### config.mk
export PLATFORM = sky130hd
export DESIGN_NAME = rpt_front
export DESIGN_NICKNAME = d
export VERILOG_FILES = /design/src/hw/rtl/rpt_pkg.sv /design/src/hw/rtl/rpt_front.sv
export SDC_FILE = /design/constraint.sdc
export NUM_CORES = 1
export LEC_CHECK = 0
export ABC_AREA = 1
export BUFFER_PORTS_ARGS = -buffer_cell sky130_fd_sc_hd__buf_4
export CAP_MARGIN = 20
export CELL_PAD_IN_SITES_DETAIL_PLACEMENT = 1
export CELL_PAD_IN_SITES_GLOBAL_PLACEMENT = 1
export CORE_UTILIZATION = 38
export DETAILED_ROUTE_END_ITERATION = 10
export PLACE_DENSITY = 0.72
export SYNTH_ARGS = -nofsm -noshare
export SYNTH_HDL_FRONTEND = slang
export SYNTH_SLANG_ARGS = --single-unit
### constraint.sdc
create_clock -name clk -period 26.2 [get_ports clk]
set_input_delay 6.55 -clock clk [delete_from_list [all_inputs] [get_ports clk]]
set_output_delay 6.55 -clock clk [all_outputs]
set_load 0.02 [all_outputs]
### src/hw/rtl/rpt_pkg.sv
// shared types and constants of the replication progress tracker
`timescale 1ns / 1ps

package rpt_pkg;

  localparam int NUM_PEERS_DEF = 16;
  localparam int IDX_W = 64;
  localparam int BATCH_W = 16;
  localparam int SLOT_IN_W = 4;
  localparam int Q_DEPTH = 2;
  localparam int Q_PTR_W = (Q_DEPTH > 1) ? $clog2(Q_DEPTH) : 1;
  localparam int Q_CNT_W = $clog2(Q_DEPTH + 1);
  localparam int CFG_ADDR_W = 3;
  localparam int CFG_DATA_W = 32;

  localparam logic [SLOT_IN_W-1:0] SELF_SLOT_RST = '0;
  localparam logic [BATCH_W-1:0] MAX_BATCH_RST = 16'd64;

  typedef enum logic [2:0] {
    ACT_ADD       = 3'd0,
    ACT_REMOVE    = 3'd1,
    ACT_SELF      = 3'd2,
    ACT_APPEND    = 3'd3,
    ACT_HEARTBEAT = 3'd4,
    ACT_RESPONSE  = 3'd5
  } act_t;

  typedef enum logic [2:0] {
    OP_NOP,
    OP_ADD,
    OP_REMOVE,
    OP_SELF,
    OP_APPEND,
    OP_HEARTBEAT,
    OP_RESPONSE
  } op_t;

  typedef enum logic [2:0] {
    ST_DONE    = 3'd0,
    ST_NOCHG   = 3'd1,
    ST_UNKNOWN = 3'd2,
    ST_BUSY    = 3'd3,
    ST_FAKE    = 3'd4
  } status_t;

  typedef enum logic [1:0] {
    B_IDLE,
    B_CALC,
    B_EXEC
  } bst_t;

  typedef enum logic {
    REG_SELF_SLOT = 1'b0,
    REG_MAX_BATCH = 1'b1
  } reg_t;

  typedef struct packed {
    op_t                  op;
    logic                 in_range;
    logic [SLOT_IN_W-1:0] slot;
    logic [IDX_W-1:0]     log_index;
    logic [IDX_W-1:0]     li_inc;
    logic                 rejected;
    logic [IDX_W-1:0]     peer_next;
    logic [IDX_W-1:0]     pn_dec;
  } cmd_t;

  typedef struct packed {
    logic [IDX_W-1:0]   next;
    logic [IDX_W-1:0]   match;
    logic [BATCH_W-1:0] batch;
    logic               pend;
  } entry_t;

  typedef struct packed {
    status_t            status;
    logic [IDX_W-1:0]   send_index;
    logic [BATCH_W-1:0] send_count;
  } res_t;

endpackage

### src/hw/rtl/rpt_front.sv
// front end: accepts beats, decodes the action and queues commands
`timescale 1ns / 1ps

module rpt_front #(
  parameter int NUM_PEERS = rpt_pkg::NUM_PEERS_DEF
) (
  input  logic                              clk,
  input  logic                              rst_n,
  input  logic                              push,
  output logic                              full,
  input  logic [2:0]                        in_action,
  input  logic [rpt_pkg::SLOT_IN_W-1:0]     in_peer,
  input  logic [rpt_pkg::IDX_W-1:0]         in_log_index,
  input  logic                              in_rejected,
  input  logic [rpt_pkg::IDX_W-1:0]         in_peer_next,
  input  logic [rpt_pkg::SLOT_IN_W-1:0]     self_slot,
  input  logic                              cmd_pop,
  output logic                              cmd_empty,
  output rpt_pkg::cmd_t                     cmd
);

  rpt_pkg::cmd_t                 q_r [rpt_pkg::Q_DEPTH];
  logic [rpt_pkg::Q_PTR_W-1:0]   wr_ptr_r, wr_ptr_nxt;
  logic [rpt_pkg::Q_PTR_W-1:0]   rd_ptr_r, rd_ptr_nxt;
  logic [rpt_pkg::Q_CNT_W-1:0]   cnt_r, cnt_nxt;
  rpt_pkg::cmd_t                 dec;
  logic                          acc;
  logic                          deq;

  // classify the incoming beat
  always_comb begin
    dec           = '0;
    dec.log_index = in_log_index;
    dec.li_inc    = in_log_index + rpt_pkg::IDX_W'(1);
    dec.rejected  = in_rejected;
    dec.peer_next = in_peer_next;
    dec.pn_dec    = in_peer_next - rpt_pkg::IDX_W'(1);
    dec.slot      = in_peer;
    dec.in_range  = (32'(in_peer) < NUM_PEERS);
    unique case (rpt_pkg::act_t'(in_action))
      rpt_pkg::ACT_ADD:       dec.op = rpt_pkg::OP_ADD;
      rpt_pkg::ACT_REMOVE:    dec.op = rpt_pkg::OP_REMOVE;
      rpt_pkg::ACT_SELF: begin
        dec.op       = rpt_pkg::OP_SELF;
        dec.slot     = self_slot;
        dec.in_range = (32'(self_slot) < NUM_PEERS);
      end
      rpt_pkg::ACT_APPEND:    dec.op = rpt_pkg::OP_APPEND;
      rpt_pkg::ACT_HEARTBEAT: dec.op = rpt_pkg::OP_HEARTBEAT;
      rpt_pkg::ACT_RESPONSE:  dec.op = rpt_pkg::OP_RESPONSE;
      default:                dec.op = rpt_pkg::OP_NOP;
    endcase
  end

  assign full      = (cnt_r == rpt_pkg::Q_CNT_W'(rpt_pkg::Q_DEPTH));
  assign cmd_empty = (cnt_r == '0);
  assign acc       = push & ~full;
  assign deq       = cmd_pop & ~cmd_empty;
  assign cmd       = q_r[rd_ptr_r];

  always_comb begin
    wr_ptr_nxt = wr_ptr_r;
    rd_ptr_nxt = rd_ptr_r;
    cnt_nxt    = cnt_r;
    if (acc) begin
      wr_ptr_nxt = (wr_ptr_r == rpt_pkg::Q_PTR_W'(rpt_pkg::Q_DEPTH - 1)) ? '0
                                                                         : wr_ptr_r + 1'b1;
    end
    if (deq) begin
      rd_ptr_nxt = (rd_ptr_r == rpt_pkg::Q_PTR_W'(rpt_pkg::Q_DEPTH - 1)) ? '0
                                                                         : rd_ptr_r + 1'b1;
    end
    if (acc && !deq) begin
      cnt_nxt = cnt_r + 1'b1;
    end else if (deq && !acc) begin
      cnt_nxt = cnt_r - 1'b1;
    end
  end

  always_ff @(posedge clk) begin
    if (!rst_n) begin
      wr_ptr_r <= '0;
      rd_ptr_r <= '0;
      cnt_r    <= '0;
    end else begin
      wr_ptr_r <= wr_ptr_nxt;
      rd_ptr_r <= rd_ptr_nxt;
      cnt_r    <= cnt_nxt;
    end
  end

  always_ff @(posedge clk) begin
    if (acc) begin
      q_r[wr_ptr_r] <= dec;
    end
  end

endmodule

Yosys cells after proc, flatten, opt, wreduce, memory -nomap -nowiden
Memory sizes are Yosys's and may differ from the RTL's. A register that Yosys moved wholly into a read port is not among the register bits.
Cells that the tools add are included.
{"block": "totals", "reg_bits": 4, "ram_bits": 528, "memories": 1, "input_bits": 144, "output_inout_bits": 267, "wordCells": 37}
{"block": "op_classes", "n_mux": 10, "bitwise": 4, "reduce_logical": 7, "eq_ne": 6, "add_sub_neg": 6}
{"memory": "q_r", "words": 2, "word_bits": 264, "rd": 1, "rd_clocked_by_memory_dff": 1, "write_ports": 1, "line": "rpt_front.sv:22", "text": "rpt_pkg::cmd_t q_r [rpt_pkg::Q_DEPTH];"}
{"operator": "adder 64 x 1 -> 64 bit (second input constant)", "count": 1}
{"operator": "subtractor 64 x 1 -> 64 bit (second input constant)", "count": 1}
{"operator": "one-hot mux 3 bit (6 select lines)", "count": 1}
{"operator": "== test 3 x 2 -> 1 bit (second input constant)", "count": 2}
{"operator": "== test 3 bit (second input constant)", "count": 2}
{"operator": "2-to-1 mux 1 bit", "count": 6}
{"operator": "2-to-1 mux 2 bit", "count": 2}
{"operator": "2-to-1 mux 4 bit", "count": 1}
{"operator": "== test 3 x 1 -> 1 bit (second input constant)", "count": 1}
{"operator": "logical NOT 3 bit", "count": 1}
{"operator": "adder 1 bit (second input constant)", "count": 2}
{"operator": "adder 2 x 1 -> 2 bit (second input constant)", "count": 1}
{"operator": "bitwise AND 1 bit", "count": 2}
{"operator": "== test 2 bit (second input constant)", "count": 1}
{"operator": "logical AND 1 bit", "count": 2}
{"operator": "logical NOT 1 bit", "count": 2}
{"operator": "logical NOT 2 bit", "count": 1}
{"operator": "inverter 1 bit", "count": 2}
{"operator": "nonzero test 2 bit", "count": 1}
{"operator": "subtractor 2 x 1 -> 2 bit (second input constant)", "count": 1}

Depth between registers and ports, before layout
{"block": "logic_depth", "ltp_word": 7, "mapped_depth": 10, "depth_no_buf": 10}

Worst setup path before layout
No wires, ideal clock.
{"block": "synth_timing", "path_kind": "input -> register", "startpoint": "in push", "endpoint": "mem q_r[1][0] (netlist name) (enable)", "t_arrival_ps": 17645, "required_time_ps": 25304, "setup_ps": 896, "n_path_buf": 0, "setup_slack_ps": 7659, "stages": 2, "cell_sequence": "o21ai_0 nor2_1"}
{"block": "synth_via", "elab_chain_len": 3}
{"item": "start, declared", "line": "rpt_front.sv:9", "text": "input logic push,"}
{"item": "bitwise AND 1 bit", "line": "rpt_front.sv:57", "text": "assign acc = push & ~full;"}
{"item": "2-to-1 mux 1 bit", "line": "rpt_front.sv:93", "text": "if (acc) begin"}
{"item": "2-to-1 mux 1 bit (implied by the code)", "line": "rpt_front.sv:94", "text": "q_r[wr_ptr_r] <= dec;"}
{"item": "end, declared", "line": "rpt_front.sv:22"}
Every way passes these cells.

==> results.md <==
* Status: finished, final reports clean
* Slew Limit Fails at 0
* Starting Density at 38.68%
* DR WL/cell at 23.17 um
* Chip height at 250.6 um
* Crit share post-route at 38.28%
* Cell count after synthesis at 1785
* Buf/Inv on CP at 4
* Reg2reg start: cnt_r[0]
* Critical path, cell by cell: buf_4 > buf_4 > buf_16 > mux2_2 > buf_4
* Hold Slack at 0.4908 ns
* Initial antenna violation count at 1
* Slowest CP cell: buf_4
* R2r setup slk at 23.42 ns
* WP data required at 19.65 ns
* P per Cell Area at 88.98 mW/mm^2
* Die ar. at 0.06278 mm^2
* RePlAce Congestion at 0.8817
* Grt ovf at 0
* CP max stage delay at 0.81 ns
* Ys async rst share at 0%
* Layout area overhead at 24.99%
* Data arrival, critical path at 3.48 ns
* Leak Pwr at 10.68 nW
* Max_cap viols at 0
* Setup Skew at 0.01378 ns
* Hpwl dp at 53010 um
* Post-route DRC at 0
* First-pass GRT wire length at 103900 um
* CP top delay family: buffers and inverters
* Diodes inserted at 0
* Hold Crit Start: rd_ptr_r
* Register area share after synthesis at 67.96%
* Worst R2R Path Depth at 4
* Die W at 250.6 um
* Hold WC Path Type: reg2reg
* Slew margin rel. at 21.60%
* Final Cell Area at 0.02934 mm^2
* Reg2reg end: q_r[1][115]
* Core footprint at 0.06070 mm^2
* Syn. warnings at 0
* Clock Path Buffers at 3
* Clk slew on worst S/H paths at 0.05 ns
* Worst vdd ir at 0.05817 mV
* Dominant cell type by area after synthesis: edfxtp_1
* Most frequent cell after synthesis: edfxtp_1
* Ports at 411
* Final-report setup violation count at 0
* Worst Max-Slew Pin Slew at 1.176 ns
* Critical-path maximum fanout at 67
* Hold path cells at 2
* Total power at 0.002611 W
* Largest net degree at the start of global routing at 155
* Post-route antenna net violation count at 0
* Most frequent cells after synthesis: edfxtp_1 (528), nand2_1 (397), mux2_2 (268)
* Total Routed Length at 70890 um
* Post_cts resized at 0
* Vias per std cell at 5.046
* Number of global-route vias before repair at 16760
* Number of buffers created by CTS at 56
* Hold buffers post-CTS at 0
* Kind of end point of the critical path: output port
* DR vias at 15440
* Final hold viol count at 0
* Startpoint Class: register
* Setup Crit Path Kind: reg2out
* DRT Pass-1 Iters at 5
* Root Buffer: clkbuf_16
* Share of layout cells above drive strength 1 at 36.00%
* CP dominant cell by count: buf_4
* Fmax at 99.72 MHz
* Clock latency on the worst-skew pair at 0.59 ns
* Post-synth EDFFs at 528
* Total setup buffers inserted after CTS at 0
* Dpl cell area at 0.02749 mm^2
* Syn_nets at 1932
* Gr usage total at 22.25%
* Post-layout min period at 10.03 ns
* # port buffers at 409
* Mapped Avg Cell Area at 13.15 um^2
* Rows at 90
* Synth cell types at 27
* Setup TNS at 0 ns
* Top_reg_cell synth: edfxtp_1
* Synth top area share at 67.54%
* Synth area leaders: edfxtp_1 (68%), mux2_2 (13%), nand2_1 (6.3%)
* CTS tree: yes
* H-tree depth at 2
* Post-Synthesis Cell Area at 0.02348 mm^2
* RSZ-0062 raised after global routing: false
* #FFs+latches synth at 533
* Nets at 2380
* Iteration-0 DRC count of the detailed router at 707
* CTS sink cnt at 533
## worst register-to-register path, stage by stage, from the launching register on
cell	delay [ns]
dfxtp_1	0.39
o21ai_0	0.31
nor2_4	0.17
buf_4	0.55
buf_12	0.61
## state kept, by name (all words and copies together) (netlist names), named ones only
signal and flops:
q_r 528, rd_ptr_r 1, wr_ptr_r 1, cnt_r 2
## final cells by class
| cell class | instances | area (um^2) |
|---|---|---|
| Clock buffer | 69 | 1471 |
| Clock inverter | 34 | 329.1 |
| Fill cell | 6263 | 31350 |
| Inverter | 79 | 296.5 |
| Multi-Input combinational cell | 1143 | 7089 |
| Sequential cell | 533 | 15960 |
| Tap cell | 782 | 978.4 |
| Timing Repair Buffer | 420 | 3218 |
## metal layers
metal  track usage [%]  vias to the layer above  wire (um)  part of all wire (%)
li1                  -                     7166          -                     -
met1             24.95                     7747      27070                    38
met2             42.14                      423      38120                    54
met3             4.209                      102       3530                   5.0
met4             6.906                        2       2158                   3.0
met5                 0                        -         14                 0.020
## worst max path at each step
| stage | startpoint | to | slack [ns] | cells after the start |
|---|---|---|---|---|
| finish | register | cmd[135] | 16.17 | 5 |
| global route | register | cmd[135] | 15.98 | 5 |
| CTS | register | cmd[165] | 15.26 | 4 |
| detailed placement | register | cmd[169] | 15.91 | 4 |
| global placement | register | cmd[163] | 16.04 | 4 |
| floorplan | push | q_r[1][0] | 7.66 | 2 |
## cell families (layout without fill, tap and decap cells)
kind of cell | Yosys count | in the layout | synth area share, %
multiplexers | 268 | 268 | 12.86
adder cells (fa/ha/maj) | 3 | 3 | 0.1599
buffers and inverters | 109 | 602 | 1.903
XOR/XNOR | 62 | 62 | 2.313
other | 1 | 1 | 0.01597
AO/OA/AOI/OAI | 39 | 39 | 0.8314
flip-flops | 533 | 533 | 67.96
AND/OR/NAND/NOR | 770 | 770 | 13.96
## power by group
group | switching, W | total [W] | internal [W]
clock | 0.000326 | 0.000783 | 0.000457
combinational | 0.000416 | 0.000711 | 0.000295
sequential | 0.0000351 | 0.00112 | 0.00108
## per-stage QoR
| stage | worst slack (ns) | instances | util, % |
|---|---|---|---|
| after floorplan | 7.659 | 1785 | - |
| after global placement | 16.04 | 2955 | 45.29 |
| after detailed placement | 15.91 | 2955 | 45.29 |
| after CTS | 15.26 | 3058 | 48.25 |
| after global routing | 15.98 | 3060 | 48.34 |
| final | 16.17 | 3060 | 48.34 |
## cells in the final DEF (no fill, tap or decap), drive strengths merged
master / synthesis / routed
a21oi: 8 / 8
nand2: 412 / 412
conb: 1 / 1
clkbuf: 2 / 69
nand4: 13 / 13
bufinv: 0 / 6
and2: 1 / 1
o21ai: 31 / 31
nand3: 16 / 16
clkinvlp: 0 / 2
dfxtp: 5 / 5
nor2: 296 / 296
inv: 79 / 81
mux2: 268 / 268
clkinv: 0 / 24
buf: 28 / 420
xnor2: 36 / 36
edfxtp: 528 / 528
nand3b: 32 / 32
ha: 3 / 3
xor2: 26 / 26
(Power assumes the default switching activity.)
