--- config.mk ---
export PLATFORM = sky130hd
export DESIGN_NAME = rpt_cfg
export DESIGN_NICKNAME = d
export VERILOG_FILES = /design/src/hw/rtl/rpt_pkg.sv /design/src/hw/rtl/rpt_cfg.sv
export SDC_FILE = /design/constraint.sdc
export NUM_CORES = 1
export LEC_CHECK = 0
export ABC_CLOCK_PERIOD_IN_PS = 2700
export BUFFER_PORTS_ARGS = -buffer_cell sky130_fd_sc_hd__buf_4
export CAP_MARGIN = 15
export CORE_ASPECT_RATIO = 0.8
export CORE_MARGIN = 2
export CORE_UTILIZATION = 42
export CTS_BUF_LIST = sky130_fd_sc_hd__clkbuf_2
export DETAILED_ROUTE_END_ITERATION = 8
export PLACE_DENSITY = 0.84
export SETUP_SLACK_MARGIN = 0.1
export SYNTH_ARGS = -nofsm -noshare
export SYNTH_HDL_FRONTEND = slang
export SYNTH_SLANG_ARGS = --single-unit
--- constraint.sdc ---
create_clock -name clk -period 2.7 [get_ports clk]
set_input_delay 0.27 -clock clk [delete_from_list [all_inputs] [get_ports clk]]
set_output_delay 0.27 -clock clk [all_outputs]
set_load 0.005 [all_outputs]
--- src/hw/rtl/rpt_pkg.sv ---
// shared types and constants of the replication progress tracker
`timescale 1ns / 1ps

package rpt_pkg;

  localparam int NUM_PEERS_DEF = 16;
  localparam int IDX_W = 64;
  localparam int BATCH_W = 16;
  localparam int SLOT_IN_W = 4;
  localparam int Q_DEPTH = 2;
  localparam int Q_PTR_W = (Q_DEPTH > 1) ? $clog2(Q_DEPTH) : 1;
  localparam int Q_CNT_W = $clog2(Q_DEPTH + 1);
  localparam int CFG_ADDR_W = 3;
  localparam int CFG_DATA_W = 32;

  localparam logic [SLOT_IN_W-1:0] SELF_SLOT_RST = '0;
  localparam logic [BATCH_W-1:0] MAX_BATCH_RST = 16'd64;

  typedef enum logic [2:0] {
    ACT_ADD       = 3'd0,
    ACT_REMOVE    = 3'd1,
    ACT_SELF      = 3'd2,
    ACT_APPEND    = 3'd3,
    ACT_HEARTBEAT = 3'd4,
    ACT_RESPONSE  = 3'd5
  } act_t;

  typedef enum logic [2:0] {
    OP_NOP,
    OP_ADD,
    OP_REMOVE,
    OP_SELF,
    OP_APPEND,
    OP_HEARTBEAT,
    OP_RESPONSE
  } op_t;

  typedef enum logic [2:0] {
    ST_DONE    = 3'd0,
    ST_NOCHG   = 3'd1,
    ST_UNKNOWN = 3'd2,
    ST_BUSY    = 3'd3,
    ST_FAKE    = 3'd4
  } status_t;

  typedef enum logic [1:0] {
    B_IDLE,
    B_CALC,
    B_EXEC
  } bst_t;

  typedef enum logic {
    REG_SELF_SLOT = 1'b0,
    REG_MAX_BATCH = 1'b1
  } reg_t;

  typedef struct packed {
    op_t                  op;
    logic                 in_range;
    logic [SLOT_IN_W-1:0] slot;
    logic [IDX_W-1:0]     log_index;
    logic [IDX_W-1:0]     li_inc;
    logic                 rejected;
    logic [IDX_W-1:0]     peer_next;
    logic [IDX_W-1:0]     pn_dec;
  } cmd_t;

  typedef struct packed {
    logic [IDX_W-1:0]   next;
    logic [IDX_W-1:0]   match;
    logic [BATCH_W-1:0] batch;
    logic               pend;
  } entry_t;

  typedef struct packed {
    status_t            status;
    logic [IDX_W-1:0]   send_index;
    logic [BATCH_W-1:0] send_count;
  } res_t;

endpackage

--- src/hw/rtl/rpt_cfg.sv ---
// apb register file: self slot and batch limit
`timescale 1ns / 1ps

module rpt_cfg (
  input  logic                                clk,
  input  logic                                rst_n,
  input  logic                                psel,
  input  logic                                penable,
  input  logic                                pwrite,
  input  logic [rpt_pkg::CFG_ADDR_W-1:0]      paddr,
  input  logic [rpt_pkg::CFG_DATA_W-1:0]      pwdata,
  output logic [rpt_pkg::CFG_DATA_W-1:0]      prdata,
  output logic                                pready,
  output logic [rpt_pkg::SLOT_IN_W-1:0]       self_slot,
  output logic [rpt_pkg::BATCH_W-1:0]         max_batch
);

  logic [rpt_pkg::SLOT_IN_W-1:0] self_slot_r, self_slot_nxt;
  logic [rpt_pkg::BATCH_W-1:0]   max_batch_r, max_batch_nxt;
  rpt_pkg::reg_t                 reg_sel;
  logic                          wr_en;

  assign reg_sel = rpt_pkg::reg_t'(paddr[2]);
  assign wr_en   = psel & penable & pwrite & pready;
  assign pready  = 1'b1;

  always_comb begin
    self_slot_nxt = self_slot_r;
    max_batch_nxt = max_batch_r;
    if (wr_en) begin
      unique case (reg_sel)
        rpt_pkg::REG_SELF_SLOT: self_slot_nxt = pwdata[rpt_pkg::SLOT_IN_W-1:0];
        rpt_pkg::REG_MAX_BATCH: max_batch_nxt = pwdata[rpt_pkg::BATCH_W-1:0];
        default: ;
      endcase
    end
  end

  always_comb begin
    prdata = '0;
    unique case (reg_sel)
      rpt_pkg::REG_SELF_SLOT: prdata = rpt_pkg::CFG_DATA_W'(self_slot_r);
      rpt_pkg::REG_MAX_BATCH: prdata = rpt_pkg::CFG_DATA_W'(max_batch_r);
      default: prdata = '0;
    endcase
  end

  always_ff @(posedge clk) begin
    if (!rst_n) begin
      self_slot_r <= rpt_pkg::SELF_SLOT_RST;
      max_batch_r <= rpt_pkg::MAX_BATCH_RST;
    end else begin
      self_slot_r <= self_slot_nxt;
      max_batch_r <= max_batch_nxt;
    end
  end

  assign self_slot = self_slot_r;
  assign max_batch = max_batch_r;

endmodule

==> Word level (Yosys, flattened, before mapping) <==
Index checks and enable logic that the tools add are counted.
{ "classes": {"mux": 1, "n_bitwise": 3, "reduce_logical": 2} }
{ "op_table": {"columns": ["cell", "count"], "rows": [
  ["case mux 32 bit (2 select lines)", 1],
  ["AND reduction 2 bit", 2],
  ["AND 1 bit", 2],
  ["NOT 1 bit", 1]
]} }
{ "word_totals": {"regBits": 20, "input_bits": 40, "output_inout_bits": 53} }

==> Depth between registers and ports, before layout <==
Gate-level depths: netlist (run 1).
{ "logic_depth": {"word_depth": 3, "depth_mapped": 5} }

==> Least setup slack after synthesis (run 1) <==
No wires, ideal clock.
{ "synth_timing": {"kind": "input to register", "from": "input paddr[2] (netlist bit)", "to": "register max_batch_r, in the netlist max_batch[10]", "t_arrival_ps": 982, "t_required_ps": 2628, "path_slack_ps": 1647, "stages": 5, "cell_sequence": "buf_6 > and4_4 > buf_12 > buf_12 > mux2i_1"} }
{ "synth_via": {"elab_chain_cells": 1} }
{ "synth_lines": {"columns": ["item", "line", "text"], "rows": [
  ["from (decl)", "rpt_cfg.sv:10", "input logic [rpt_pkg::CFG_ADDR_W-1:0] paddr,"],
  ["AND reduction 2 bit (no line)", null, null],
  ["to (signal assigned)", "rpt_cfg.sv:51", "max_batch_r <= rpt_pkg::MAX_BATCH_RST;"],
  ["to (signal assigned)", "rpt_cfg.sv:54", "max_batch_r <= max_batch_nxt;"],
  ["to (decl)", "rpt_cfg.sv:19", "logic [rpt_pkg::BATCH_W-1:0] max_batch_r, max_batch_nxt;"]
]} }
Every way passes these cells.
A chain may end at the register's enable or synchronous reset.

==> Worst setup path in the final report (run 1) <==
{ "layout_timing": {"from": "register max_batch_r, in the netlist max_batch[0]", "to": "output prdata[0] (netlist bit)"} }
{ "layout_via": {"elab_chain_cells": 1} }
{ "layout_lines": {"columns": ["item", "line", "text"], "rows": [
  ["case mux 32 bit (2 select lines)", "rpt_cfg.sv:41", "unique case (reg_sel)"],
  ["to (decl)", "rpt_cfg.sv:12", "output logic [rpt_pkg::CFG_DATA_W-1:0] prdata,"]
]} }
Every way passes these cells. The select of a mux whose other input is x is not followed.

==> results of run 1 <==
[registers in the layout, summed over array words and instances (netlist names)]
register	flops
max_batch	16
self_slot	4
[worst max path at each step]
stage,from,endpoint,cells past startpoint
6_report,max_batch[0],prdata[0],2
5_1_grt,self_slot[0],prdata[0],2
4_1_cts,max_batch[0],prdata[0],2
3_5_place_dp,paddr[2],max_batch[12],3
3_3_place_gp,paddr[2],prdata[1],3
2_1_floorplan,paddr[2],max_batch[10],5
[layout make-up]
class | instances | area (um2) | share of cell area [%]
Timing Repair Buffer | 57 | 428 | 29.8
Multi-Input combinational cell | 91 | 544 | 37.9
Clock buffer | 3 | 15.0 | 1.05
Clock inverter | 1 | 3.75 | 0.261
Sequential cell | 20 | 400 | 27.9
Tap cell | 36 | 45.0 | 3.14
[power by group through the flow]
| stage | Sequential, uW | Combinational (uW) | Clock (uW) |
|---|---|---|---|
| floorplan | 313 | 59.4 | 0 |
| global placement | 312 | 79.1 | 0 |
| detailed placement | 313 | 81.8 | 0 |
| CTS | 307 | 81.9 | 129 |
| global route | 308 | 89.7 | 138 |
| finish | 307 | 81.1 | 123 |
[per-stage QoR]
stage	utilization [%]	cell area, um2	setup WS (ns)	std cells	hold WS (ns)
2_1_floorplan	-	1140	1.65	136	0.412
3_5_place_dp	57.6	1420	1.46	204	0.466
6_report	58.3	1440	1.33	208	0.187
5_1_grt	58.3	1440	1.28	208	0.164
3_3_place_gp	57.6	1420	1.49	204	0.453
4_1_cts	58.3	1440	1.31	208	0.172
[cell usage in the layout, fill, tap and decap left out, types with 2 or more instances in the layout]
cell type  synthesis  final
and2_1            12     12
buf_4             17     57
clkbuf_2           0      3
conb_1             2     17
dfxtp_1           20     20
mux2_2             4      4
mux2i_1           20     20
nand2_1           34     34
nor2b_1            2      2
[tightest hold or removal path, cell delays in order]
cell and delay (ns):
buf_4 0.11, nand2_1 0.05, mux2i_1 0.05
[layer usage]
layer  vias to the layer above  wire length (um)  part of all wire [%]  global-route usage (%)
li1                        455                 -                     -                       -
met1                       424               902                    39                    16.5
met2                        40              1230                    53                    29.0
met3                         4               154                   6.6                    3.41
met4                         0                40                   1.7                    7.61
met5                         -                 0                     0                       0
[cell families (layout without fill, tap and decap cells)]
group	Yosys count	count (layout)	synth area share, %
simple gates	50	50	21.6
flops	20	20	36.8
buf+inv	25	61	18.3
mux	24	24	22.6
other cells	2	17	0.691
==> reports/results.txt, run 1 <==
status: complete, no violations
Starting Density: 44.2%
unrepaired setup endpoints after global routing: false
crit end category: output port
Switch Pwr: 132 uW
CP peak stage delay: 0.38 ns
# resized after CTS: 0
commonest cells in the netlist: 34 x nand2_1, 20 x dfxtp_1, 20 x mux2i_1, 17 x buf_4, 12 x and2_1
Internal: 379 uW
leading area contributor after synthesis: dfxtp_1
Syn Area/Cell: 8.99 um2
number of synthesized flops with an enable pin: 0
Flop pwr share: 60.1%
setup_tns: 0 ns
synthesized area: 1090 um2
top_reg_cell synth: dfxtp_1
final clock period utilization by the worst path: 50.7%
Worst-Skew Late Latency: 0.31 ns
Worst Hold Endpoint: max_batch[13]
Root Driver: clkbuf_2
Critical path buffers and inverters: 1
Worst Path Required: 2.43 ns
Critical R2R Launch: max_batch[0]
worst-path maximum fanout: 3
worst vdd ir: 0.000169 V
vias in the first global route: 849
R2R depth: 2
Mapped Cells: 121
Cell Rows: 16
Max Cap Violations: 0
crit path kind: reg -> out
Final Hold Fails: 0
pin count of the biggest net entering global routing: 37
Core Region: 2460 um2
unique cell type count in the Yosys netlist: 14
Leak: 0.000714 uW
first-pass GRT wire length: 3610 um
DR iter-0 viols: 44
reg-to-reg critical path endpoint: max_batch[0]
post-route ant nets: 0
Ports: 93
initial antenna violation count: 0
Seq cells post-synth: 20
worst min-delay path startpoint: pwdata[13]
total power: 511 uW
switching share of power: 25.9%
Hold-fix buffers, CTS: 0
Clock Path Buffers: 2
average routed wire per standard cell: 11.2 um
clock sink total: 20
crit path DAT: 1.10 ns
min Tclk post-route: 1.37 ns
DIE WIDTH: 60.9 um
flop2flop setup slack: 2.02 ns
DP Wirelength: 1810 um
Hold Path Class: in -> reg
DRC: 0
Peak Freq: 730 MHz
Total Routed Length: 2330 um
Cell Pwr Density: 355 nW/um2
Crit-path slowest cell: dfxtp_1
top-count cell post-synth: nand2_1
Layout Skew: 0 ns
fin nets: 213
Setup Viol. Count Final: 0
die height: 49.5 um
gr usage total: 15.8%
WHS Path Cells: 3
H-tree Lvls: 1
Logic pwr share: 15.9%
CTS buffer count: 3
top cell type's share of synthesized area: 36.8%
Filler cells: 230
Seq/Total Area, Yosys: 36.8%
setup bufs post-CTS: 0
clock share of power: 24.0%
area grow syn2layout: 32.1%
routability-driven placement congestion ratio: 0.717
ranking of synthesized cells by area: dfxtp_1 37%, mux2i_1 18%, buf_4 12%
via count: 923
CTS tree: built
number of synthesis warnings: 0
cell family with most CP delay: flip-flops
vias per cell: 4.44
layout cell share with drive strength beyond 1: 37.8%
crit start category: flip-flop
DR pass1 iterations: 2
total grt overflow: 0
max-slew violation count: 0
I/O Buffers: 57
clk slew on worst S/H paths: 0.19 ns
Ant. Diodes: 0
Async SR Flop Fraction: 0%
critical path, cell by cell: mux2_2 -> buf_4
DIE AREA: 3010 um2
No activity file was read; power rests on OpenSTA's default activity.
==> run 2: changes to the inputs <==
--- a/config.mk
+++ b/config.mk
@@ -5,15 +5,15 @@
 export SDC_FILE = /design/constraint.sdc
 export NUM_CORES = 1
 export LEC_CHECK = 0
-export ABC_CLOCK_PERIOD_IN_PS = 2700
+export ABC_CLOCK_PERIOD_IN_PS = 1200
 export BUFFER_PORTS_ARGS = -buffer_cell sky130_fd_sc_hd__buf_4
 export CAP_MARGIN = 15
 export CORE_ASPECT_RATIO = 0.8
 export CORE_MARGIN = 2
-export CORE_UTILIZATION = 42
+export CORE_UTILIZATION = 35
 export CTS_BUF_LIST = sky130_fd_sc_hd__clkbuf_2
 export DETAILED_ROUTE_END_ITERATION = 8
-export PLACE_DENSITY = 0.84
+export PLACE_DENSITY = 0.75
 export SETUP_SLACK_MARGIN = 0.1
 export SYNTH_ARGS = -nofsm -noshare
 export SYNTH_HDL_FRONTEND = slang
==> constraint.sdc (replaced) <==
create_clock -name clk -period 1.2 [get_ports clk]
set_input_delay 0.12 -clock clk [delete_from_list [all_inputs] [get_ports clk]]
set_output_delay 0.12 -clock clk [all_outputs]
set_load 0.005 [all_outputs]
==> run 2 against run 1 <==
Compared with the run above:
- cell area increased by 9.7%
- worst setup slack got worse by 1.3 ns
- critical path type unchanged
- total power up 130%
- via count grew 2.1%
- largest power group unchanged
- die area grew 18%
- critical endpoint is now prdata[2]
- global-route usage down 2.3 points
- wire length is 7.9% higher
- clock power up 110%
==> reports/results.txt, run 2 (synthesized netlist as in run 1, its figures left out) <==
commonest non-fill, non-tap cells in the layout: 58 x buf_4, 34 x nand2_1, 20 x mux2i_1
WHS Path Cells: 3 (unchanged)
post-place instance area: 1430 um2 (+0.88%)
Cell Rows: 18 (+2)
Cell Pwr Density: 733 nW/um2 (+110%)
DP Wirelength: 1680 um (-7.0%)
DR pass1 iterations: 4 (+2)
Leak: 0.000784 uW (+9.8%)
Worst-Skew Late Latency: 0.30 ns (about the same)
CTS tree: built
worst vdd ir: 0.000314 V (+85%)
post-route ant nets: 0 (unchanged)
clk slew on worst S/H paths: 0.18 ns (about the same)
average routed wire per standard cell: 11.4 um (+2.0%)
unrepaired setup endpoints after global routing: true
DIE WIDTH: 66.3 um (+8.9%)
Ports: 93 (unchanged)
max-slew violation count: 0 (unchanged)
Layout Skew: 0 ns (unchanged)
commonest non-fill, non-tap cell in the layout: buf_4
DRC: 0 (unchanged)
clock sink total: 20 (unchanged)
fin nets: 221 (+3.8%)
Hold Path Class: in -> reg
initial antenna violation count: 0 (unchanged)
gr usage total: 13.5% (-2.3 points)
crit end category: output port
Max Cap Violations: 0 (unchanged)
pin count of the biggest net entering global routing: 37 (unchanged)
min Tclk post-route: 1.16 ns
R2R depth: 3 (+1)
area grow syn2layout: 44.9%
DIE AREA: 3570 um2 (+18%)
Core Region: 3020 um2 (+23%)
crit start category: flip-flop
crit path DAT: 1.04 ns (-0.06 ns)
CTS buffer count: 3 (unchanged)
status: complete, no violations
vias in the first global route: 810 (-4.6%)
final clock period utilization by the worst path: 97.0%
Hold-fix buffers, CTS: 0 (unchanged)
worst-path maximum fanout: 2 (-1)
via count: 942 (+2.1%)
total grt overflow: 0 (unchanged)
Peak Freq: 859 MHz
Root Driver: clkbuf_2
Worst Path Required: 1.08 ns (-1.35 ns)
Starting Density: 36.0% (-8.1 points)
I/O Buffers: 57 (unchanged)
Total Routed Length: 2510 um (+7.9%)
die height: 53.9 um (+8.8%)
DR iter-0 viols: 21 (-52%)
Fin Hold WS: 0.0394 ns (-0.148 ns)
final instance area: 1580 um2 (+9.7%)
setup_tns: 0 ns (unchanged)
routability-driven placement congestion ratio: 0.594 (-17%)
crit path kind: reg -> out
first-pass GRT wire length: 3660 um (+1.4%)
Final Hold Fails: 0 (unchanged)
max reg flops: 16 (unchanged)
H-tree Lvls: 1 (unchanged)
Clock Path Buffers: 2 (unchanged)
layout cell share with drive strength beyond 1: 53.9% (+16 points)
vias per cell: 4.28 (-3.5%)
Setup Viol. Count Final: 0 (unchanged)
Ant. Diodes: 0 (unchanged)
==> run 2: cell count changes in the layout (fill, tap and decap cells not counted), sizes merged <==
cell / delta
buf: +8
==> run 2: cell type report <==
type                    count  area, um2
multi-input cells          91        568
well taps                  40       50.0
clock inverters             1       3.75
clock buffers               3       15.0
flip-flops and latches     20        424
fillers                   309       1440
repair buffers             65        514
==> run 2: critical path: stages, from the launching register on <==
cell     delay (ns)
dfxtp_2        0.36
mux2_4         0.27
buf_6          0.11
==> run 2: power breakdown <==
part           total, uW  switching, uW  internal, uW
sequential           691           9.90           681
clock                261            189          72.5
combinational        202           88.9           113
==> run 2: timing repair <==
item | CTS | global route
setup endpoints to repair | 4 | 17
setup buffers | 7 | 0
resized for setup | 14 | 20
==> run 2: metrics by stage <==
stage / std cells / total power [uW] / setup slack, ns / util [%]
2_1_floorplan: 136 / 837 / 0.297 / -
3_3_place_gp: 209 / 886 / 0.171 / 47.4
3_5_place_dp: 209 / 889 / 0.159 / 47.4
4_1_cts: 220 / 1170 / 0.0156 / 50.8
5_1_grt: 220 / 1230 / -0.0384 / 52.2
6_report: 220 / 1150 / 0.0364 / 52.2
==> run 2: final timing paths <==
| path | slack, ns | from | end |
|---|---|---|---|
| min | 0.04 | pwdata[15] | max_batch[15] |
| max | 0.04 | self_slot[2] | prdata[2] |
| max reg2reg | 0.50 | self_slot[0] | self_slot[0] |
| min reg2reg | 0.47 | max_batch[4] | max_batch[4] |
==> run 2: routing by layer <==
metal  vias to the layer above  GRT usage, %  wire length [um]
li1                        464             -                 -
met1                       429          16.7              1090
met2                        47          22.7              1180
met3                         2          3.56               230
met4                         0          5.10                12
met5                         -             0                 0
