### src/hw/rtl/rpt_pkg.sv
// shared types and constants of the replication progress tracker
`timescale 1ns / 1ps

package rpt_pkg;

  localparam int NUM_PEERS_DEF = 16;
  localparam int IDX_W = 64;
  localparam int BATCH_W = 16;
  localparam int SLOT_IN_W = 4;
  localparam int Q_DEPTH = 2;
  localparam int Q_PTR_W = (Q_DEPTH > 1) ? $clog2(Q_DEPTH) : 1;
  localparam int Q_CNT_W = $clog2(Q_DEPTH + 1);
  localparam int CFG_ADDR_W = 3;
  localparam int CFG_DATA_W = 32;

  localparam logic [SLOT_IN_W-1:0] SELF_SLOT_RST = '0;
  localparam logic [BATCH_W-1:0] MAX_BATCH_RST = 16'd64;

  typedef enum logic [2:0] {
    ACT_ADD       = 3'd0,
    ACT_REMOVE    = 3'd1,
    ACT_SELF      = 3'd2,
    ACT_APPEND    = 3'd3,
    ACT_HEARTBEAT = 3'd4,
    ACT_RESPONSE  = 3'd5
  } act_t;

  typedef enum logic [2:0] {
    OP_NOP,
    OP_ADD,
    OP_REMOVE,
    OP_SELF,
    OP_APPEND,
    OP_HEARTBEAT,
    OP_RESPONSE
  } op_t;

  typedef enum logic [2:0] {
    ST_DONE    = 3'd0,
    ST_NOCHG   = 3'd1,
    ST_UNKNOWN = 3'd2,
    ST_BUSY    = 3'd3,
    ST_FAKE    = 3'd4
  } status_t;

  typedef enum logic [1:0] {
    B_IDLE,
    B_CALC,
    B_EXEC
  } bst_t;

  typedef enum logic {
    REG_SELF_SLOT = 1'b0,
    REG_MAX_BATCH = 1'b1
  } reg_t;

  typedef struct packed {
    op_t                  op;
    logic                 in_range;
    logic [SLOT_IN_W-1:0] slot;
    logic [IDX_W-1:0]     log_index;
    logic [IDX_W-1:0]     li_inc;
    logic                 rejected;
    logic [IDX_W-1:0]     peer_next;
    logic [IDX_W-1:0]     pn_dec;
  } cmd_t;

  typedef struct packed {
    logic [IDX_W-1:0]   next;
    logic [IDX_W-1:0]   match;
    logic [BATCH_W-1:0] batch;
    logic               pend;
  } entry_t;

  typedef struct packed {
    status_t            status;
    logic [IDX_W-1:0]   send_index;
    logic [BATCH_W-1:0] send_count;
  } res_t;

endpackage

### src/hw/rtl/rpt_rq.sv
// result queue between the back end and the output ports
`timescale 1ns / 1ps

module rpt_rq (
  input  logic            clk,
  input  logic            rst_n,
  input  logic            res_push,
  input  rpt_pkg::res_t   res_in,
  output logic            res_full,
  input  logic            pop,
  output logic            empty,
  output rpt_pkg::res_t   res_out
);

  rpt_pkg::res_t                 q_r [rpt_pkg::Q_DEPTH];
  logic [rpt_pkg::Q_PTR_W-1:0]   wr_ptr_r, wr_ptr_nxt;
  logic [rpt_pkg::Q_PTR_W-1:0]   rd_ptr_r, rd_ptr_nxt;
  logic [rpt_pkg::Q_CNT_W-1:0]   cnt_r, cnt_nxt;
  logic                          enq;
  logic                          deq;

  assign res_full = (cnt_r == rpt_pkg::Q_CNT_W'(rpt_pkg::Q_DEPTH));
  assign empty    = (cnt_r == '0);
  assign enq      = res_push & ~res_full;
  assign deq      = pop & ~empty;
  assign res_out  = q_r[rd_ptr_r];

  always_comb begin
    wr_ptr_nxt = wr_ptr_r;
    rd_ptr_nxt = rd_ptr_r;
    cnt_nxt    = cnt_r;
    if (enq) begin
      wr_ptr_nxt = (wr_ptr_r == rpt_pkg::Q_PTR_W'(rpt_pkg::Q_DEPTH - 1)) ? '0
                                                                         : wr_ptr_r + 1'b1;
    end
    if (deq) begin
      rd_ptr_nxt = (rd_ptr_r == rpt_pkg::Q_PTR_W'(rpt_pkg::Q_DEPTH - 1)) ? '0
                                                                         : rd_ptr_r + 1'b1;
    end
    if (enq && !deq) begin
      cnt_nxt = cnt_r + 1'b1;
    end else if (deq && !enq) begin
      cnt_nxt = cnt_r - 1'b1;
    end
  end

  always_ff @(posedge clk) begin
    if (!rst_n) begin
      wr_ptr_r <= '0;
      rd_ptr_r <= '0;
      cnt_r    <= '0;
    end else begin
      wr_ptr_r <= wr_ptr_nxt;
      rd_ptr_r <= rd_ptr_nxt;
      cnt_r    <= cnt_nxt;
    end
  end

  always_ff @(posedge clk) begin
    if (enq) begin
      q_r[wr_ptr_r] <= res_in;
    end
  end

endmodule

### config.mk
export PLATFORM = sky130hd
export DESIGN_NAME = rpt_rq
export DESIGN_NICKNAME = d
export VERILOG_FILES = /design/src/hw/rtl/rpt_pkg.sv /design/src/hw/rtl/rpt_rq.sv
export SDC_FILE = /design/constraint.sdc
export NUM_CORES = 1
export LEC_CHECK = 0
export BUFFER_PORTS_ARGS = -buffer_cell sky130_fd_sc_hd__buf_4
export CAP_MARGIN = 20
export CORE_MARGIN = 4
export CORE_UTILIZATION = 45
export CTS_CLUSTER_SIZE = 14
export DETAILED_ROUTE_END_ITERATION = 7
export GPL_TIMING_DRIVEN = 1
export PLACE_DENSITY = 0.7
export RECOVER_POWER = 50
export REMOVE_ABC_BUFFERS = 1
export SLEW_MARGIN = 40
export SYNTH_ARGS = -nofsm -noshare
export SYNTH_HDL_FRONTEND = slang
export SYNTH_SLANG_ARGS = --single-unit
### constraint.sdc
create_clock -name clk -period 6.2 [get_ports clk]
set_input_delay 0.31 -clock clk [delete_from_list [all_inputs] [get_ports clk]]
set_output_delay 0.31 -clock clk [all_outputs]
set_load 0.03 [all_outputs]
# After elaboration in Yosys (flattened, before gate mapping)
# Memory sizes are Yosys's and may differ from the RTL's. A register that Yosys moved wholly into a read port is not among the register bits.
# Cells that the tools add are included.
# W data, S select, Z words.
totals:
  word_cells: 27
  mem_bits_rw: 166
  ff_bits: 4
  n_memories: 1
  out_inout_bits: 85
  inputBits: 87
memory_table:
  columns: ["memory", "words", "width", "rd", "rd_ports_with_merged_regs", "write_ports", "line_no", "source"]
  rows:
  - ["q_r", 2, 83, 1, 1, 1, "rpt_rq.sv:15", "rpt_pkg::res_t q_r [rpt_pkg::Q_DEPTH];"]
classes:
  n_eq_ne: 1
  add_sub_neg: 4
  bitwise: 4
  n_reduce_logical: 6
  muxes: 8
op_table:
  columns: ["cell", "n"]
  rows:
  - ["$mux W1", 6]
  - ["$mux W2", 2]
  - ["$add A1 B1 Y1 const B", 2]
  - ["$add A2 B1 Y2 const B", 1]
  - ["$and A1 B1 Y1", 2]
  - ["$eq A2 B2 Y1 const B", 1]
  - ["$logic_and A1 B1 Y1", 2]
  - ["$logic_not A1 Y1", 2]
  - ["$logic_not A2 Y1", 1]
  - ["$not A1 Y1", 2]
  - ["$reduce_bool A2 Y1", 1]
  - ["$sub A2 B1 Y2 const B", 1]

# Depth between registers and ports, before layout
# Gate-level depths: netlist of run 1.
depth:
  word_depth: 7
  ltp_mapped: 7

# Worst setup path before layout of run 1
# OpenSTA, ideal clock, no wires.
synth_timing:
  path_kind: "register to register"
  start: "register cnt_r[0] in the netlist's numbering"
  end: "memory q_r[0][0] in the netlist's numbering, enable pin"
  path_slack_ns: 1.824
  path_buffers: 0
  setup_time_ns: 0.511
  path_stages_with_launch: 4
  arrival_time_ns: 3.865
  period_less_slack_ns: 4.376
  required_ns: 5.689
  cell_sequence: "dfxtp_1 -> nand2b_1 -> inv_2 -> nor3_2"
synth_between:
  elab_chain_cells: 5
synth_lines:
  columns: ["element", "line_no", "source"]
  rows:
  - ["start: declaration", "rpt_rq.sv:18", "logic [rpt_pkg::Q_CNT_W-1:0] cnt_r, cnt_nxt;"]
  - ["start signal: assignment", "rpt_rq.sv:55", "cnt_r <= cnt_nxt;"]
  - ["$eq A2 B2 Y1", "rpt_rq.sv:22", "assign res_full = (cnt_r == rpt_pkg::Q_CNT_W'(rpt_pkg::Q_DEPTH));"]
  - ["named net res_full", "rpt_rq.sv:9", "output logic res_full,"]
  - ["$not A1 Y1", "rpt_rq.sv:24", "assign enq = res_push & ~res_full;"]
  - ["$and A1 B1 Y1", "rpt_rq.sv:24", null]
  - ["$mux W1", "rpt_rq.sv:60", "if (enq) begin"]
  - ["$mux W1 (implied by the code)", "rpt_rq.sv:61", "q_r[wr_ptr_r] <= res_in;"]
  - ["end: declaration", "rpt_rq.sv:15", null]
# The timed path passes the listed nets, and every way through them passes these cells.

# Final worst setup path of run 1
layout_timing:
  start: "register cnt_r[0] in the netlist's numbering"
  end: "memory q_r[1][23] in the netlist's numbering, enable pin"
layout_between:
  elab_chain_cells: 5
layout_lines:
  columns: ["element", "line_no"]
  rows:
  - ["$eq A2 B2 Y1", "rpt_rq.sv:22"]
  - ["$not A1 Y1", "rpt_rq.sv:24"]
  - ["$and A1 B1 Y1", "rpt_rq.sv:24"]
  - ["$mux W1", "rpt_rq.sv:60"]
  - ["$mux W1 (implied by the code)", "rpt_rq.sv:61"]
# Every way passes these cells.

==> results of run 1 <==
[cells by family (layout without fill, tap and decap cells)]
logic type,Yosys count,in the layout,synth area share
muxes,83,83,0.150
xor gates and xnor gates,3,3,0.00423
and+or+nand+nor,9,9,0.00886
AOI/OAI and AO/OA,5,5,0.00523
buffers and inverters,11,210,0.0113
adders and majority gates,1,1,0.00201
DFF,171,171,0.818
[critical path, delay by kind of cell (launching register included)]
family	cells	cell delay, ns
buffers and inverters	1	0.70
DFF	1	0.41
and+or+nand+nor	2	1.65
[power by group through the flow]
stage	logic (mW)	registers, mW	clock network, mW
3_5_place_dp	1.14	1.54	0
6_report	1.11	1.51	0.927
5_1_grt	1.18	1.53	1.01
4_1_cts	1.15	1.51	0.952
3_3_place_gp	1.06	1.58	0
2_1_floorplan	0.670	1.57	0
[sequential cells by signal (all words and copies together), names as in the netlist, named ones only]
name,cells
q_r,166
cnt_r,2
rd_ptr_r,1
wr_ptr_r,1
[cell usage in the layout (no fill, tap or decap)]
cell	count
sky130_fd_sc_hd__nand2b_1	1
sky130_fd_sc_hd__bufinv_16	1
sky130_fd_sc_hd__clkbuf_16	17
sky130_fd_sc_hd__ha_1	1
sky130_fd_sc_hd__buf_12	2
sky130_fd_sc_hd__and2_0	1
sky130_fd_sc_hd__clkbuf_4	55
sky130_fd_sc_hd__clkinvlp_4	1
sky130_fd_sc_hd__dfxtp_1	4
sky130_fd_sc_hd__o21ai_0	2
sky130_fd_sc_hd__buf_4	89
sky130_fd_sc_hd__o21a_1	1
sky130_fd_sc_hd__mux2_1	70
sky130_fd_sc_hd__clkbuf_1	35
sky130_fd_sc_hd__inv_1	2
sky130_fd_sc_hd__xnor2_1	2
sky130_fd_sc_hd__mux2_2	13
sky130_fd_sc_hd__dfxtp_4	1
sky130_fd_sc_hd__clkinv_4	1
sky130_fd_sc_hd__nor2_1	2
sky130_fd_sc_hd__xor2_1	1
sky130_fd_sc_hd__a21boi_1	1
sky130_fd_sc_hd__and3_1	1
sky130_fd_sc_hd__nor3_4	1
sky130_fd_sc_hd__and2_1	2
sky130_fd_sc_hd__clkinv_1	4
sky130_fd_sc_hd__or3_1	1
sky130_fd_sc_hd__clkinv_2	3
sky130_fd_sc_hd__a21boi_0	1
sky130_fd_sc_hd__edfxtp_1	166
[per-stage QoR]
stage / area (µm²) / hold slack (ns) / setup WS [ns] / cells
4_1_cts: 8260 / 0.0586 / 3.78 / 658
3_3_place_gp: 7690 / 0.495 / 4.01 / 624
2_1_floorplan: 6150 / 0.409 / 1.82 / 274
3_5_place_dp: 7730 / 0.497 / 3.97 / 626
6_report: 8140 / 0.105 / 3.04 / 658
5_1_grt: 8140 / 0.0783 / 2.74 / 658
[metal layers]
layer,wire [µm],global-route usage,vias to the layer above
li1,-,-,1491
met1,4350,0.163,1565
met2,5620,0.239,111
met3,931,0.0623,18
met4,189,0.0593,0
met5,0,0,-
[final timing paths]
kind              slack, ns               endpoint                  start  cells after the start
hold reg to reg        0.53  cnt_r[1]$_SDFFE_PN0P_  cnt_r[1]$_SDFFE_PN0P_                      2
setup / recovery       3.04   q_r[1][23]$_DFFE_PP_  cnt_r[0]$_SDFFE_PN0P_                      3
setup reg to reg       3.04   q_r[1][23]$_DFFE_PP_  cnt_r[0]$_SDFFE_PN0P_                      3
hold / removal         0.10   q_r[0][20]$_DFFE_PP_             res_in[20]                      1
[cell type report]
type | count | area, µm² | share of cell area
timing repair buffer | 176 | 1230 | 0.152
clock buffer | 22 | 444 | 0.0546
tap | 176 | 220 | 0.0271
multi-input combinational | 101 | 1070 | 0.131
clock inverter | 10 | 76.3 | 0.00938
sequential | 171 | 5090 | 0.625
inverter | 2 | 7.51 | 0.000923
==> flow_summary.toml, run 1 <==
[logic_synthesis]
synth_commonest_cells = "166 x sky130_fd_sc_hd__edfxtp_1, 70 x sky130_fd_sc_hd__mux2_1, 13 x sky130_fd_sc_hd__mux2_2"
yosys_warnings = 0
ys_seq_area_frac = 0.818
async_reset_ff_frac = 0
synth_flop_cell = "sky130_fd_sc_hd__edfxtp_1"
syn_area_per_cell_um2 = 22.0
synth_largest_area_cell = "sky130_fd_sc_hd__edfxtp_1"
ys_ff_latch = 171
edff_count_synth = 166
synthesis.area_um2 = 6220
area_share_of_the_leading_cell_type_in_the_synthesized_netlist = 0.802
synth_cells = 283
leading_cell_type_by_number_of_instances_after_synthesis = "sky130_fd_sc_hd__edfxtp_1"
yosys-top-cells-area = "sky130_fd_sc_hd__edfxtp_1 80%, sky130_fd_sc_hd__mux2_1 13%, sky130_fd_sc_hd__mux2_2 2.4%"
ys_types = 22

[clock_tree]
cts.repair_timing.setup_buffer_count = 0
clock_path_buffers = 2
cts_tree = "built"
resized_after_cts = 0
cts_htree_levels = 4
clk_pin_slew_ns = 0.06
cts_made_buffers = 17
cts_hold_buf = 0
clk_latency_ns = 0.41
clock_sinks = 171
cts_root_cell = "sky130_fd_sc_hd__clkbuf_16"

[power]
irDropWorstVdd_mv = 0.288
sequentialPowerShare = 0.426
leakage_nw = 2.96
p_switching_mw = 1.12
power.share.combinational = 0.313
power.internal_mw = 2.42
power_frac_clock = 0.261
total_power_mw = 3.55
switching_share = 0.317
power_density_nw_per_um2 = 436

[hold_path]
hold_path.class = "in -> reg"

[cells_and_area]
layout_area_overhead_pct = 30.9
layout-drive-gt1-share = 0.382
insertedDiodeCount = 0
design.final.nets = 557
num-fill-cells = 1029
utilization = 0.607

[detailed_routing]
first_iter_violations = 134
postRouteAntennaNets = 0
route.detailed.drc = 0
detailroute.via_count = 3185
drt_pre_antenna_iters = 4
postRouteWirelength_um = 11100
routed_via_density = 4.84
detail_route.wl_per_cell_um = 16.9

[worst_setup_path]
worst_ep_arrival_time_ns = 3.20
timing.critical_path.required_ns = 6.24
critical_path.max_fanout = 42
worst_setup_path_category = "reg -> reg"
slowest_delay_ns = 1.48
crit_slowest_cell = "sky130_fd_sc_hd__and3_1"
timing.critical_path.from_type = "flip-flop"
worstSetupEndpointType = "flip-flop"
crit_chain = "nand2b_1 > and3_1 > buf_4"

[timing]
setup_violations = 0
max_slew_margin = -0.293
fin_skew_ns = 0.00494
timing.final.max_slew_violations = 43
finalWorstPathRequiredPeriod_ns = 3.16
rsz0062_at_grt = "false"
worst_pin_slew_ns = 1.94
setup_tns_final_ns = 0
max_freq_mhz = 317
finalHoldViolCount = 0
min_period_over_period = 0.509

[grt]
gr-total-overflow = 0
grt_util_all_layers = 0.144
maximum_number_of_pins_on_one_net_before_global_route_repair = 47
grt_first_pass_wirelength_um = 17500
grt_pass1_vias = 3397
number_of_antenna_violations_at_the_first_check_in_global_routing = 0

[floorplanning]
floorplan.die_area_um2 = 15800
floorplan_core_area_um2 = 13400
top_level_ports = 172
die_x_extent_um = 126
chipHeight_um = 126
start_util = 0.464
fp-row-count = 42

[placed_design]
buffer_ports.inserted = 171
place_hpwl_um = 7530
gpl_wtd_cong = 0.716

[run]
cap_viol_max_count = 1

[run_status]
outcome = "finished, violations left"
violations = "capacitance limit, slew limit"
No activity file was read; power rests on OpenSTA's default activity.
==> inputs of run 2 (changes only) <==
--- a/config.mk
+++ b/config.mk
@@ -12,7 +12,7 @@
 export CTS_CLUSTER_SIZE = 14
 export DETAILED_ROUTE_END_ITERATION = 7
 export GPL_TIMING_DRIVEN = 1
-export PLACE_DENSITY = 0.7
+export PLACE_DENSITY = 0.73
 export RECOVER_POWER = 50
 export REMOVE_ABC_BUFFERS = 1
 export SLEW_MARGIN = 40
==> constraint.sdc (replaced) <==
create_clock -name clk -period 2.8 [get_ports clk]
set_input_delay 0.14 -clock clk [delete_from_list [all_inputs] [get_ports clk]]
set_output_delay 0.14 -clock clk [all_outputs]
set_load 0.03 [all_outputs]
==> flow_summary.toml, run 2 (synthesis gave the netlist of run 1 again) <==
[run_status]
outcome = "complete, no violations"

[worst_setup_path]
worstSetupEndpointType = "flip-flop"
crit_slowest_cell = "sky130_fd_sc_hd__clkbuf_1"
crit_chain = "nand2b_1 > inv_1 > nor3_1 > clkbuf_1"
worst_ep_arrival_time_ns = 2.06
timing.critical_path.from_type = "flip-flop"
critical_path.max_fanout = 13
timing.critical_path.required_ns = 2.83
worst_setup_path_category = "reg -> reg"
slowest_delay_ns = 0.61

[clock_tree]
cts_tree = "built"
clock_path_buffers = 2
cts_root_cell = "sky130_fd_sc_hd__clkbuf_16"
cts_htree_levels = 4
clk_latency_ns = 0.40
resized_after_cts = 0
clk_pin_slew_ns = 0.06
clock_sinks = 171
cts_made_buffers = 17

[timing]
max_slew_margin = 0.511
worst_pin_slew_ns = 0.734
min_period_over_period = 0.724
fin_skew_ns = 0.00545
finalHoldViolCount = 0
max_freq_mhz = 494
setup_violations = 0
finalWorstPathRequiredPeriod_ns = 2.03
timing.final.max_slew_violations = 0
finalHoldWorstSlack_ns = 0.150
post-route-worst-setup-slack_ns = 0.774
rsz0062_at_grt = "false"

[cells_and_area]
layout_common_cells = "166 x sky130_fd_sc_hd__edfxtp_1, 85 x sky130_fd_sc_hd__buf_4, 84 x sky130_fd_sc_hd__dlygate4sd3_1"
layout_area_overhead_pct = 44.6
utilization = 0.671
top_register = "q_r"
design.final.nets = 642
mostFrequentLayoutCell = "sky130_fd_sc_hd__edfxtp_1"
stdcell_count = 741
finalInstanceArea_um2 = 8990
layout-drive-gt1-share = 0.329
top_regs = "q_r: 166 flops, cnt_r: 2 flops"
insertedDiodeCount = 0
number_of_flip_flops_under_the_largest_register_name = 166

[power]
switching_share = 0.317
sequentialPowerShare = 0.419
p_switching_mw = 2.51
irDropWorstVdd_mv = 0.687
power.internal_mw = 5.42
power_density_nw_per_um2 = 883
leakage_nw = 3.31
power.share.combinational = 0.324
power_frac_clock = 0.258

[floorplanning]
floorplan_core_area_um2 = 13400
die_x_extent_um = 126
fp-row-count = 42
floorplan.die_area_um2 = 15800
top_level_ports = 172
chipHeight_um = 126
start_util = 0.464

[grt]
grt_first_pass_wirelength_um = 19700
number_of_antenna_violations_at_the_first_check_in_global_routing = 0
gr-total-overflow = 0
maximum_number_of_pins_on_one_net_before_global_route_repair = 72
grt_pass1_vias = 3967
grt_util_all_layers = 0.159

[run]
cap_viol_max_count = 0

[placed_design]
gpl_wtd_cong = 0.714
place_hpwl_um = 7670
buffer_ports.inserted = 171
placed_cell_area_um2 = 7750
dpl_worst_slack_ns = 0.983
place_inst = 627

[detailed_routing]
routed_via_density = 4.73
drt_pre_antenna_iters = 4
detailroute.via_count = 3508
route.detailed.drc = 0
detail_route.wl_per_cell_um = 16.5
first_iter_violations = 240
postRouteAntennaNets = 0
postRouteWirelength_um = 12200

[hold_path]
hold_path.class = "in -> reg"
## run 2: final timing paths
kind | from | end | slack, ns | cells after the start
worst max-delay path | cnt_r[0]$_SDFFE_PN0P_ | q_r[0][22]$_DFFE_PP_ | 0.77 | 4
worst min-delay path | res_push | wr_ptr_r$_SDFFE_PN0P_ | 0.15 | 3
worst max register to register | cnt_r[0]$_SDFFE_PN0P_ | q_r[0][22]$_DFFE_PP_ | 0.77 | 4
worst min register to register | cnt_r[1]$_SDFFE_PN0P_ | cnt_r[1]$_SDFFE_PN0P_ | 0.54 | 2
## run 2: final cells by class
type / instances / area [µm²]
fill: 936 / 4410
clock inverter: 10 / 78.8
clock buffer: 20 / 437
tap: 176 / 220
inverter: 2 / 7.51
timing repair buffer: 261 / 2090
sequential: 171 / 5090
multi-input combinational: 101 / 1060
## run 2: layer usage
| layer | vias to the layer above | wire, µm | track usage |
|---|---|---|---|
| li1 | 1661 | - | - |
| met4 | 0 | 135 | 0.0536 |
| met5 | - | 0 | 0 |
| met1 | 1714 | 4610 | 0.175 |
| met3 | 11 | 779 | 0.0507 |
| met2 | 122 | 6700 | 0.290 |
## run 2: timing repair
item,in CTS,in global routing
hold buffers,84,0
endpoints found under the hold margin,170,0
endpoints found under the setup margin,0,0
buffers inserted,0,0
## run 2: per-stage QoR
| step | setup TNS [ns] | power [mW] |
|---|---|---|
| 4_1_cts | 0 | 8.09 |
| 3_3_place_gp | 0 | 5.89 |
| 6_report | 0 | 7.94 |
| 3_5_place_dp | 0 | 5.94 |
| 2_1_floorplan | -150.41 | 4.96 |
| 5_1_grt | 0 | 8.31 |
## run 2: power groups by stage
| stage | clock network, mW | logic (mW) | registers (mW) |
|---|---|---|---|
| 2_1_floorplan | 0 | 1.48 | 3.47 |
| 3_3_place_gp | 0 | 2.54 | 3.36 |
| 3_5_place_dp | 0 | 2.56 | 3.38 |
| 4_1_cts | 2.09 | 2.67 | 3.33 |
| 5_1_grt | 2.23 | 2.73 | 3.35 |
| 6_report | 2.04 | 2.57 | 3.32 |
## run 2: critical path: cells and delay by family (launching register included)
family,cells,cell delay [ns]
simple gates,2,0.54
buf+inv,2,0.70
flops,1,0.41
==> inputs of run 3 (changes only) <==
==> constraint.sdc (replaced) <==
create_clock -name clk -period 1.7 [get_ports clk]
set_input_delay 0.085 -clock clk [delete_from_list [all_inputs] [get_ports clk]]
set_output_delay 0.085 -clock clk [all_outputs]
set_load 0.03 [all_outputs]
==> flow_summary.toml, run 3 (synthesis gave the netlist of run 1 again) <==
[run_status]
outcome = "complete, no violations"

[worst_setup_path]
worst-r2r-cell-count = 6
slowest_delay_ns = 0.41
setup.worst_path.end = "res_out[43]"
worst_ep_arrival_time_ns = 1.58
worst-r2r-setup-slack_ns = 0.06
critical_path.max_fanout = 27
critical_path.reg2reg.endpoint = "cnt_r[1]$_SDFFE_PN0P_"
crit_slowest_cell = "sky130_fd_sc_hd__dfxtp_4"
crit_chain = "buf_12 > mux2_1 > buf_4"
timing.critical_path.required_ns = 1.62
worst-path-stages = 3
worstSetupEndpointType = "output pin"
timing.critical_path.from_type = "flip-flop"
cp_num_buf_inv = 2
worst_setup_path_category = "reg -> out"
critical-path-top-delay-family = "flip-flops"
crit-reg2reg-launch = "cnt_r[0]$_SDFFE_PN0P_"

[timing]
rsz0062_at_grt = "true"
finalHoldViolCount = 0
worst_pin_slew_ns = 0.363
timing.final.max_slew_violations = 0
min_period_over_period = 0.978
finalWorstPathRequiredPeriod_ns = 1.66
setup_tns_final_ns = 0
max_slew_margin = 0.759
setup_violations = 0
finalHoldWorstSlack_ns = 0.0406
max_freq_mhz = 601
fin_skew_ns = 0.00740

[power]
sequentialPowerShare = 0.399
power_density_nw_per_um2 = 1480
power.share.combinational = 0.330
switching_share = 0.311
power.internal_mw = 9.43
power_frac_clock = 0.270
p_switching_mw = 4.25
leakage_nw = 3.47
irDropWorstVdd_mv = 0.846

[detailed_routing]
wirelength_met1_um = 4870
first_iter_violations = 145
route.detailed.drc = 0
drt_pre_antenna_iters = 4
postRouteWirelength_um = 12600
highest-signal-layer = "met4"
postRouteAntennaNets = 0
routed_via_density = 4.75
detailroute.via_count = 3551
route.met3.wl_um = 873
routed-wl-met2_um = 6650
detail_route.wl_per_cell_um = 16.9

[cells_and_area]
top_register = "q_r"
layout-drive-gt1-share = 0.388
num-fill-cells = 857
insertedDiodeCount = 0
finalInstanceArea_um2 = 9240
top_regs = "q_r: 166 flops, cnt_r: 2 flops"
layout_common_cells = "166 x sky130_fd_sc_hd__edfxtp_1, 91 x sky130_fd_sc_hd__buf_4, 84 x sky130_fd_sc_hd__dlygate4sd3_1"
stdcell_count = 748
design.final.nets = 647
mostFrequentLayoutCell = "sky130_fd_sc_hd__edfxtp_1"
layout_area_overhead_pct = 48.6
number_of_flip_flops_under_the_largest_register_name = 166

[grt]
number_of_antenna_violations_at_the_first_check_in_global_routing = 0
gr-total-overflow = 0
maximum_number_of_pins_on_one_net_before_global_route_repair = 45
grt_util_all_layers = 0.164
grt_first_pass_wirelength_um = 19900
grt_pass1_vias = 3896

[floorplanning]
die_x_extent_um = 126
floorplan.die_area_um2 = 15800
fp-row-count = 42
top_level_ports = 172
start_util = 0.464
chipHeight_um = 126
floorplan_core_area_um2 = 13400

[clock_tree]
cts_tree = "built"
cts_made_buffers = 17
cts_htree_levels = 4
clock_sinks = 171
clock_path_buffers = 2
clk_latency_ns = 0.41
cts_root_cell = "sky130_fd_sc_hd__clkbuf_16"
clk_pin_slew_ns = 0.06

[placed_design]
place_inst = 630
place_hpwl_um = 7580
gpl_wtd_cong = 0.740
placed_cell_area_um2 = 7830
buffer_ports.inserted = 171

[hold_path]
hold_path.class = "in -> reg"

[run]
cap_viol_max_count = 0
run 3: cell types whose count changed in the layout (fill, tap and decap cells not counted), moves of 4 or more:
cell,previous run,this run
sky130_fd_sc_hd__clkbuf_1,33,15
sky130_fd_sc_hd__clkbuf_4,59,72
sky130_fd_sc_hd__buf_4,85,91
sky130_fd_sc_hd__mux2_1,70,64
sky130_fd_sc_hd__mux2_4,0,6
sky130_fd_sc_hd__buf_12,3,7
run 3: how the worst min path moves through the flow:
stage | cells after the start | from | endpoint
final | 3 | res_push | wr_ptr_r$_SDFFE_PN0P_
after global routing | 3 | res_push | wr_ptr_r$_SDFFE_PN0P_
after global placement | 1 | res_in[42] | q_r[1][42]$_DFFE_PP_
after CTS | 3 | res_push | wr_ptr_r$_SDFFE_PN0P_
after detailed placement | 1 | res_in[65] | q_r[0][65]$_DFFE_PP_
after floorplan | 0 | res_in[0] | q_r[0][0]$_DFFE_PP_
run 3: final cells by class:
cell class	count	area (µm²)	area share
tap	176	220	0.0238
sequential	171	5090	0.551
multi-input combinational	101	1090	0.118
clock buffer	24	482	0.0522
timing repair buffer	266	2250	0.244
clock inverter	8	95.1	0.0103
inverter	2	7.51	0.000813
run 3: power groups by stage:
stage | Clock, mW | Sequential [mW] | Combinational (mW)
final | 3.70 | 5.46 | 4.52
after CTS | 3.77 | 5.46 | 4.56
after global routing | 3.98 | 5.51 | 4.78
after detailed placement | 0 | 5.57 | 4.29
after global placement | 0 | 5.54 | 4.27
after floorplan | 0 | 5.72 | 2.44
run 3: per-stage QoR:
stage	util	setup slack [ns]	total power, mW
floorplan	-	-2.68	8.16
global placement	0.584	0.177	9.81
detailed placement	0.584	0.0817	9.87
CTS	0.692	-0.00136	13.8
global route	0.689	-0.0339	14.3
finish	0.689	0.0372	13.7
run 3: what timing repair did:
action | 4_1_cts | 5_1_grt
resized for setup | 2 | 7
setup endpoints to repair | 72 | 61
endpoints found under the hold margin | 171 | 0
setup buffers | 2 | 0
hold buffers | 84 | 0
pin swaps | 0 | 1
run 3: routing by layer:
metal,vias to the layer above,global-route usage
met2,129,0.289
met1,1728,0.182
met3,22,0.0576
met4,0,0.0638
met5,-,0
li1,1672,-
run 3: worst reg2reg max path, cell delays in order, from the launching register on:
cell	delay, ns
sky130_fd_sc_hd__dfxtp_2	0.37
sky130_fd_sc_hd__nand2b_1	0.16
sky130_fd_sc_hd__inv_2	0.07
sky130_fd_sc_hd__nor2_1	0.13
sky130_fd_sc_hd__ha_1	0.28
sky130_fd_sc_hd__or3_1	0.37
sky130_fd_sc_hd__a21boi_1	0.17
